[src/hw/rtl/idea_pkg.sv]
// ----------------------------------------------------------------------------
// idea_pkg
// Shared types and arithmetic for the IDEA cipher pipeline: mod 65537
// multiply, additive inverse and subkey extraction from the 128-bit key.
// ----------------------------------------------------------------------------
`default_nettype none

package idea_pkg;

  // subkey index width, enough for the largest schedule of 52 subkeys
  localparam int unsigned SkIdxW = 6;

  // configuration register indexes
  localparam logic IdxKeyUpper = 1'b0;
  localparam logic IdxKeyLower = 1'b1;

  // control that travels with each request through the pipeline
  typedef struct packed {
    logic valid;
    logic op;     // 0 encrypt, 1 decrypt
  } pipe_ctl_t;

  // multiply mod 65537, a word of 0 stands for 65536
  function automatic logic [15:0] mul16(input logic [15:0] a, input logic [15:0] b);
    logic [31:0] p;
    logic [15:0] lo;
    logic [15:0] hi;
    logic [15:0] r;
    p  = a * b;
    lo = p[15:0];
    hi = p[31:16];
    if (a == 16'd0) begin
      r = 16'd1 - b;
    end else if (b == 16'd0) begin
      r = 16'd1 - a;
    end else begin
      r = lo - hi + {15'd0, (lo < hi)};
    end
    return r;
  endfunction

  // additive inverse mod 65536
  function automatic logic [15:0] neg16(input logic [15:0] a);
    return 16'd0 - a;
  endfunction

  // encryption subkey number idx: eight words per 25-bit left rotation
  function automatic logic [15:0] ek_word(input logic [127:0] key,
                                          input logic [SkIdxW-1:0] idx);
    logic [2:0]   grp;
    logic [2:0]   pos;
    logic [9:0]   prod;
    logic [6:0]   shamt;
    logic [255:0] dbl;
    logic [127:0] rot;
    grp   = idx[5:3];
    pos   = idx[2:0];
    prod  = {7'd0, grp} * 10'd25;
    shamt = prod[6:0];
    dbl   = {key, key} << shamt;
    rot   = dbl[255:128];
    return 16'(rot >> {(3'd7 - pos), 4'b0000});
  endfunction

endpackage

`default_nettype wire

[src/hw/rtl/idea_round.sv]
// ----------------------------------------------------------------------------
// idea_round
// One IDEA round in three register stages: key mixing, first MA multiply,
// second MA multiply with the output mixing.
// ----------------------------------------------------------------------------
`default_nettype none

module idea_round (
  input  wire logic                 clk_i,
  input  wire logic                 rst_ni,
  input  wire idea_pkg::pipe_ctl_t  ctl_i,
  input  wire logic [63:0]          blk_i,
  input  wire logic [5:0][15:0]     ek_i,
  input  wire logic [5:0][15:0]     dk_i,
  output idea_pkg::pipe_ctl_t       ctl_o,
  output logic [63:0]               blk_o
);

  idea_pkg::pipe_ctl_t ctl1_q, ctl2_q, ctl3_q;
  logic [15:0] a1_q, b1_q, c1_q, d1_q;
  logic [15:0] a2_q, c2_q, bd2_q, d2_q, b2_q, t02_q;
  logic [63:0] w3_q;
  logic [5:0][15:0] k1, k2, k3;
  logic [15:0] t1, t2;

  // subkey choice per stage by the request's operation
  assign k1 = ctl_i.op  ? dk_i : ek_i;
  assign k2 = ctl1_q.op ? dk_i : ek_i;
  assign k3 = ctl2_q.op ? dk_i : ek_i;

  // second multiply and output mixing
  assign t1 = idea_pkg::mul16(k3[5], t02_q + bd2_q);
  assign t2 = t02_q + t1;

  // valid and operation travel with the data
  always_ff @(posedge clk_i or negedge rst_ni) begin
    if (!rst_ni) begin
      ctl1_q <= '0;
      ctl2_q <= '0;
      ctl3_q <= '0;
    end else begin
      ctl1_q <= ctl_i;
      ctl2_q <= ctl1_q;
      ctl3_q <= ctl2_q;
    end
  end

  // data stages
  always_ff @(posedge clk_i) begin
    a1_q  <= idea_pkg::mul16(blk_i[63:48], k1[0]);
    b1_q  <= blk_i[47:32] + k1[1];
    c1_q  <= blk_i[31:16] + k1[2];
    d1_q  <= idea_pkg::mul16(blk_i[15:0], k1[3]);

    a2_q  <= a1_q;
    b2_q  <= b1_q;
    c2_q  <= c1_q;
    d2_q  <= d1_q;
    bd2_q <= b1_q ^ d1_q;
    t02_q <= idea_pkg::mul16(k2[4], a1_q ^ c1_q);

    w3_q  <= {a2_q ^ t1, c2_q ^ t1, b2_q ^ t2, d2_q ^ t2};
  end

  assign ctl_o = ctl3_q;
  assign blk_o = w3_q;

endmodule

`default_nettype wire

[config.mk]
export PLATFORM = sky130hd
export DESIGN_NAME = idea_round
export DESIGN_NICKNAME = d
export VERILOG_FILES = /design/src/hw/rtl/idea_pkg.sv /design/src/hw/rtl/idea_round.sv
export SDC_FILE = /design/constraint.sdc
export NUM_CORES = 2
export LEC_CHECK = 0
export BUFFER_PORTS_ARGS = -buffer_cell sky130_fd_sc_hd__buf_2
export CAP_MARGIN = 20
export CORE_MARGIN = 2
export CORE_UTILIZATION = 50
export CTS_CLUSTER_DIAMETER = 50
export CTS_CLUSTER_SIZE = 14
export DETAILED_ROUTE_END_ITERATION = 12
export HOLD_SLACK_MARGIN = 0.02
export PLACE_DENSITY = 0.74
export SLEW_MARGIN = 20
export SYNTH_ARGS = -nofsm -noshare
export SYNTH_HDL_FRONTEND = slang
export SYNTH_SLANG_ARGS = --single-unit
export TNS_END_PERCENT = 50
[constraint.sdc]
create_clock -name clk_i -period 13.5 [get_ports clk_i]
set_input_delay 4.05 -clock clk_i [delete_from_list [all_inputs] [get_ports clk_i]]
set_output_delay 4.05 -clock clk_i [all_outputs]
set_load 0.005 [all_outputs]
After elaboration in Yosys (flattened, before gate mapping)
Index checks and enable logic that the tools add are counted.

operators by class
  add/sub/neg operators = 20
  multipliers = 4
  div/mod/pow operators = 0
  magnitude comparators = 4
  equality and inequality tests = 0
  shift-type cells = 0
  mux-type cells = 11
  bitwise logic cells = 6
  reductions and logical operators = 8

operators by type and width
  cell                     number
  $logic_not A16 Y1        8
  $mul A16 B16 Y32         4
  $mux W16                 8
  $sub A1 B16 Y16 const A  8
  $mux W96                 1
  $xor A16 B16 Y16         6
  $mux W80                 1
  $add A16 B1 Y16          4
  $add A16 B16 Y16         4
  $lt A16 B16 Y1           4
  $mux W64                 1
  $sub A16 B16 Y16         4

storage, ports and cells
  bits in registers = 230
  latch bits = 0
  memory bits (writable) = 0
  bits in read-only memories = 0
  bits of input ports = 260
  output and inout port bits = 66
  memories kept = 0

Logic depth before layout (Yosys ltp)
  word-level depth = 8
  mapped depth = 63

Worst setup path before layout
OpenSTA, ideal clock, no wires.

  path type = in2reg
  from = input port ctl_i[0] (netlist bit)
  to = register a1_q[14]
  library setup time = 0.133 ns
  data arrival time = 15.522 ns
  required time = 13.367 ns
  slack = -2.155 ns
  stages = 54
  path buffers = 7
  cells stage by stage = clkbuf_1 -> buf_2 -> clkbuf_1 -> buf_2 -> buf_1 -> buf_2 -> mux2_2 -> clkbuf_1 -> nand2_1 -> fa_1 -> inv_1 -> fa_1 -> inv_1 -> fa_1 -> fa_1 -> inv_1 -> fa_1 -> inv_1 -> [18 not listed] -> nand3_1 -> nand2_1 -> o31a_1 -> ha_1 -> inv_1 -> ha_1 -> fa_1 -> a21oi_1 -> o21bai_1 -> a21oi_1 -> o21bai_1 -> a21oi_1 -> o21ai_0 -> a2111oi_0 -> o41ai_1 -> xor2_1 -> a211oi_1 -> a21oi_1

on the way
  word-level cells in the longest chain between the ends = 6

ends and longest elaborated chain
  what                                                line              text
  from (decl)                                         idea_round.sv:11  input wire idea_pkg::pipe_ctl_t ctl_i,
  $mux W64 (*)                                        idea_round.sv:27  assign k1 = ctl_i.op ? dk_i : ek_i;
  $mul A16 B16 Y32                                    idea_pkg.sv:29    p = a * b;
  $sub A16 B16 Y16 or $lt A16 B16 Y1 (tied branches)  idea_pkg.sv:37    r = lo - hi + {15'd0, (lo < hi)};
  $add A16 B1 Y16                                     idea_pkg.sv:37
  $mux W16                                            idea_pkg.sv:34    end else if (b == 16'd0) begin
  $mux W16 (*)                                        idea_pkg.sv:32    if (a == 16'd0) begin
  to (signal assigned)                                idea_round.sv:50  a1_q <= idea_pkg::mul16(blk_i[63:48], k1[0]);
  to (decl)                                           idea_round.sv:20  logic [15:0] a1_q, b1_q, c1_q, d1_q;

Mark *: on every way between the ends. The rest lies on a longest branch, timed or not.

Worst setup path in the final report
  from = input port ek_i[87] (netlist bit)
  to = register w3_q[15], in the netlist blk_o[15]

on the way
  word-level cells in the longest chain between the ends = 8

ends and longest elaborated chain
  what                                                line              text
  from (decl)                                         idea_round.sv:13  input wire logic [5:0][15:0] ek_i,
  $mux W96 (*)                                        idea_round.sv:29  assign k3 = ctl2_q.op ? dk_i : ek_i;
  $mul A16 B16 Y32                                    idea_pkg.sv:29
  $sub A16 B16 Y16 or $lt A16 B16 Y1 (tied branches)  idea_pkg.sv:37
  $add A16 B1 Y16                                     idea_pkg.sv:37
  $mux W16                                            idea_pkg.sv:34
  $mux W16 (*)                                        idea_pkg.sv:32
  $add A16 B16 Y16 (*)                                idea_round.sv:33  assign t2 = t02_q + t1;
  $xor A16 B16 Y16 (*)                                idea_round.sv:62  w3_q <= {a2_q ^ t1, c2_q ^ t1, b2_q ^ t2, d2_q ^ t2};
  to (signal assigned)                                idea_round.sv:62
  to (decl)                                           idea_round.sv:22  logic [63:0] w3_q;

Marks and branches as above.

==> run summary <==
The flow ran to the end, but the final reports show violations. The final reports fail on negative setup slack. The number of standard-cell rows in the floorplan is 116. The largest net degree at the start of global routing is 35.

The initial antenna violation count is 7. The wire length of the first global-routing pass came out at 251.8 mm. Among all flip-flop cells after synthesis, the most frequent one is sky130_fd_sc_hd__dfxtp_1. The number of clock sinks is 230. Hold is met by 0.3604 ns.

The area fraction of the dominant cell type after synthesis came out at 0.3235. The post-synthesis adder-cell area fraction is 0.4752. After synthesis, the largest family of logic cells by area is adder cells. The largest clock skew in the final design came out at ~0.028 ns. Of the total synthesized cell area, the portion taken by AND, OR, NAND and NOR gates is 0.1550. The cell count after synthesis came out at 5833. The setup path with the least slack is of type in2reg. The residual antenna-violating net count after detailed routing came out at 0. In this run, synthesis inferred 0 flip-flops with an integrated enable. The maximum number of buffers from clock root to sink is 3.

The total iterations of the first detailed-routing run came out at 6. In this run the number of H-tree levels came out at 1. The worst setup path is launched from an input port.

The complex-gate fraction of the synthesized area came out at 0.07944. Setup repair after global routing could not meet its margin everywhere. The fraction of final layout cells with drive strength greater than 1 came out at 0.2441.

After detailed routing, the wire length on met1 is 63.87 mm. The sum of overflow across all layers after global routing is 0. The die width came out at ~320 µm. The area overhead of the layout relative to synthesis came out at 24.15%.

The detailed-route DRC error count came out at 0. The number of synthesis warnings is 0. In this design, the critical path's most frequently occurring cell is sky130_fd_sc_hd__fa_1. During I/O placement, the number of pins put on the boundary was 326.

The max-slew violation count is 0. The routed length per instance came out at slightly above 20 µm. The HPWL reported at the end of detailed placement came out at 136.7 mm. The minimum setup slack in the final design came out at -0.6701 ns. The finished layout cell area came out at 62380 µm². The cell taking the most area after synthesis is sky130_fd_sc_hd__fa_1.

The final-stage net count came out at 8519. After the first detailed-routing iteration, the DRC count stood at 3281. The number of I/O port buffers came out at 325. For the pin with the worst max-slew slack, the measured transition is around 1.1 ns. In this design, the stage delay of the slowest critical-path cell is 0.54 ns. The total count of hold-check failures in the final report is 0. The final weighted congestion in routability-driven placement is 1.024.

The worst setup path is captured at a register. The ratio of final minimum period to clock period came out at 1.050. The routed wire length on met2 is 75.95 mm. The highest layer used for signal routing is met5.

The maximum clock frequency came out at 0.07057 GHz. CTS placed an instance of sky130_fd_sc_hd__clkbuf_16 at the clock tree root. The number of library cell types mapped by synthesis is slightly above 80.

From bottom edge to top edge, the die measures 321 µm. The clock tree from TritonCTS is yes. In this run, synthesis produced a sequential element count of 230. The total standard cell area after synthesis came out at around 50000 µm².

The latest clock arrival within the worst-skew pair is ~0.59 ns. The pre-CTS setup slack is -1.494 ns. The die outline area came out at just over 100000 µm². The slowest stage of the critical path belongs to the cell sky130_fd_sc_hd__fa_1.

Ranked by total cell area, the synthesized netlist is headed by sky130_fd_sc_hd__fa_1 (32%), sky130_fd_sc_hd__ha_1 (15%), sky130_fd_sc_hd__dfxtp_1 (8.9%). The share of flip-flops with an asynchronous set or reset came out at 0.02609. The worst path in the final design needs a cycle of 14.17 ns, including I/O delays and setup. Dividing the detail-routed via count by the number of cells gives 5.445. The met3 routed wirelength came out at 13.86 mm.

At the end of the flow the core is filled with cells to 0.6247. The mux share of post-synthesis cell area came out at 0.02941. The register clock-pin slew on the reported worst setup and hold paths is roughly 0.060 ns. The floorplan step defined a core boundary enclosing 99860 µm². The average instance area after synthesis came out at 8.614 µm².

The via count of the first global-routing pass is 46250. The CTS buffer count is 27. The routed wire length is 163.9 mm. Max-cap violations in this run came to 0. The filler cell count in the final layout is between 8000 and 9000. The worst hold path belongs to the class reg2reg. In this run the tightest slew margin relative to its limit is 0.2446. For this configuration, the core starts out at a cell density of 0.5032. The highest fanout seen on the critical path is 4. For this run, the register share of the synthesized area comes to 0.09224. Setup violations remaining at the end of the flow were counted as 27. The all-layer global routing usage is 0.3155. The total nets after synthesis is 7514. The data required time of the critical path is 14.00 ns. The detailed-route via count is ~44000. The total of hold buffers inserted after clock tree synthesis came out at 0.

The critical path data arrival time came out at 14.67 ns. After detailed placement, the total cell area comes to 59040 µm². The post-synthesis xor/xnor area fraction is 0.07356.
## flip-flops by register name, indices dropped and copies added (netlist names)
name    count
a1_q       16
a2_q       16
b1_q       16
b2_q       16
bd2_q      16
blk_o      64
c1_q       16
c2_q       16
ctl1_q      2
ctl2_q      2
ctl_o       2
d1_q       16
d2_q       16
t02_q      16
## cells in the mapped netlist (35+ instances only)
master                     number
sky130_fd_sc_hd__a211oi_1      36
sky130_fd_sc_hd__nand2b_1      53
sky130_fd_sc_hd__ha_1         609
sky130_fd_sc_hd__and2_1       134
sky130_fd_sc_hd__nor3_1        86
sky130_fd_sc_hd__nor2b_1       83
sky130_fd_sc_hd__fa_1         812
sky130_fd_sc_hd__nand2_1      759
sky130_fd_sc_hd__a21oi_1      196
sky130_fd_sc_hd__o21bai_1      37
sky130_fd_sc_hd__a21o_1        50
sky130_fd_sc_hd__nor2_1       429
sky130_fd_sc_hd__o21ai_0      112
sky130_fd_sc_hd__nand3_1       65
sky130_fd_sc_hd__mux2_2        88
sky130_fd_sc_hd__clkbuf_1     164
sky130_fd_sc_hd__or3_1         35
sky130_fd_sc_hd__xor2_1       178
sky130_fd_sc_hd__mux2i_1       45
sky130_fd_sc_hd__inv_1       1055
sky130_fd_sc_hd__dfxtp_1      224
sky130_fd_sc_hd__xnor2_1      237
## worst max-delay path: cells and delay by family
kind,cells,cell delay [ns]
and+or+nand+nor,10,1.33
muxes,1,0.16
buffers and inverters,9,0.71
AOI/OAI and AO/OA,19,3.22
adders and majority gates,12,4.42
xor gates and xnor gates,5,0.76
## logic make-up (layout without fill, tap and decap cells)
kind of cell,Yosys count,count (layout)
and+or+nand+nor,1740,1740
adders and majority gates,1421,1421
buffers and inverters,1268,2287
AOI/OAI and AO/OA,621,621
xor gates and xnor gates,418,418
DFF,230,230
muxes,135,137
other,0,1
## area by class of cell
cell class,count,area (µm²),share of cell area
multi-input combinational,4337,42850,0.6869
timing repair buffer,1179,8399,0.1347
sequential,230,4636,0.07432
inverter,1063,3993,0.06401
tap,1298,1624,0.02604
clock buffer,32,704.4,0.01129
clock inverter,13,171.4,0.002748
antenna,1,2.502,0.00004012
## final timing paths
check                         start         to  slack, ns  cells after the start
min reg2reg                d1_q[12]   d2_q[12]       0.36                      0
min                        d1_q[12]   d2_q[12]       0.36                      0
max                        ek_i[87]  blk_o[15]      -0.67                     56
max reg2reg                t02_q[0]  blk_o[15]       0.49                     57
max in group asynchronous    rst_ni  ctl2_q[0]      10.07                      1
min in group asynchronous    rst_ni  ctl2_q[1]       3.27                      1
## cell usage in the layout (no fill, tap or decap), types with 28 or more instances in the layout
cell                        Yosys  routed
sky130_fd_sc_hd__nand2b_1      53      51
sky130_fd_sc_hd__a21o_1        50      50
sky130_fd_sc_hd__ha_1         609     566
sky130_fd_sc_hd__inv_1       1055    1020
sky130_fd_sc_hd__nand2_1      759     745
sky130_fd_sc_hd__xor2_1       178     164
sky130_fd_sc_hd__a21oi_1      196     143
sky130_fd_sc_hd__o21bai_1      37      30
sky130_fd_sc_hd__mux2_2        88      68
sky130_fd_sc_hd__nand3_1       65      61
sky130_fd_sc_hd__buf_4          1     811
sky130_fd_sc_hd__clkbuf_16      0      28
sky130_fd_sc_hd__mux2i_1       45      35
sky130_fd_sc_hd__or3_1         35      32
sky130_fd_sc_hd__dfxtp_1      224     224
sky130_fd_sc_hd__o21ai_0      112      85
sky130_fd_sc_hd__o21a_1        30      30
sky130_fd_sc_hd__fa_1         812     790
sky130_fd_sc_hd__ha_4           0      31
sky130_fd_sc_hd__buf_6          1      33
sky130_fd_sc_hd__xnor2_1      237     222
sky130_fd_sc_hd__inv_2          3      37
sky130_fd_sc_hd__a21oi_2        5      55
sky130_fd_sc_hd__and2_1       134     128
sky130_fd_sc_hd__buf_2          7     318
sky130_fd_sc_hd__nor2b_1       83      82
sky130_fd_sc_hd__nor3_1        86      78
sky130_fd_sc_hd__nor2_1       429     418
## metal layers
layer / vias to the layer above / GRT usage
met5: - / 0
met4: 4 / 0.1673
met3: 458 / 0.05258
met2: 1867 / 0.5186
met1: 21830 / 0.3987
li1: 20240 / -
## through the flow
stage	setup TNS, ns	instances
2_1_floorplan	-6.294	5833
3_3_place_gp	-44.28	8020
3_5_place_dp	-52.33	8020
4_1_cts	-3.616	8122
5_1_grt	-25.83	8153
6_report	-7.876	8153
## timing repair
item / 4_1_cts / 5_1_grt
pin swaps: 123 / 143
resized for setup: 193 / 187
cloned: 4 / 1
setup buffers: 54 / 33
setup endpoints to repair: 45 / 58
endpoints found under the hold margin: 0 / 0
Power is left out: the tool's default activity adds up to more than one toggle a clock period on the data nets, which glitch-free logic cannot reach.
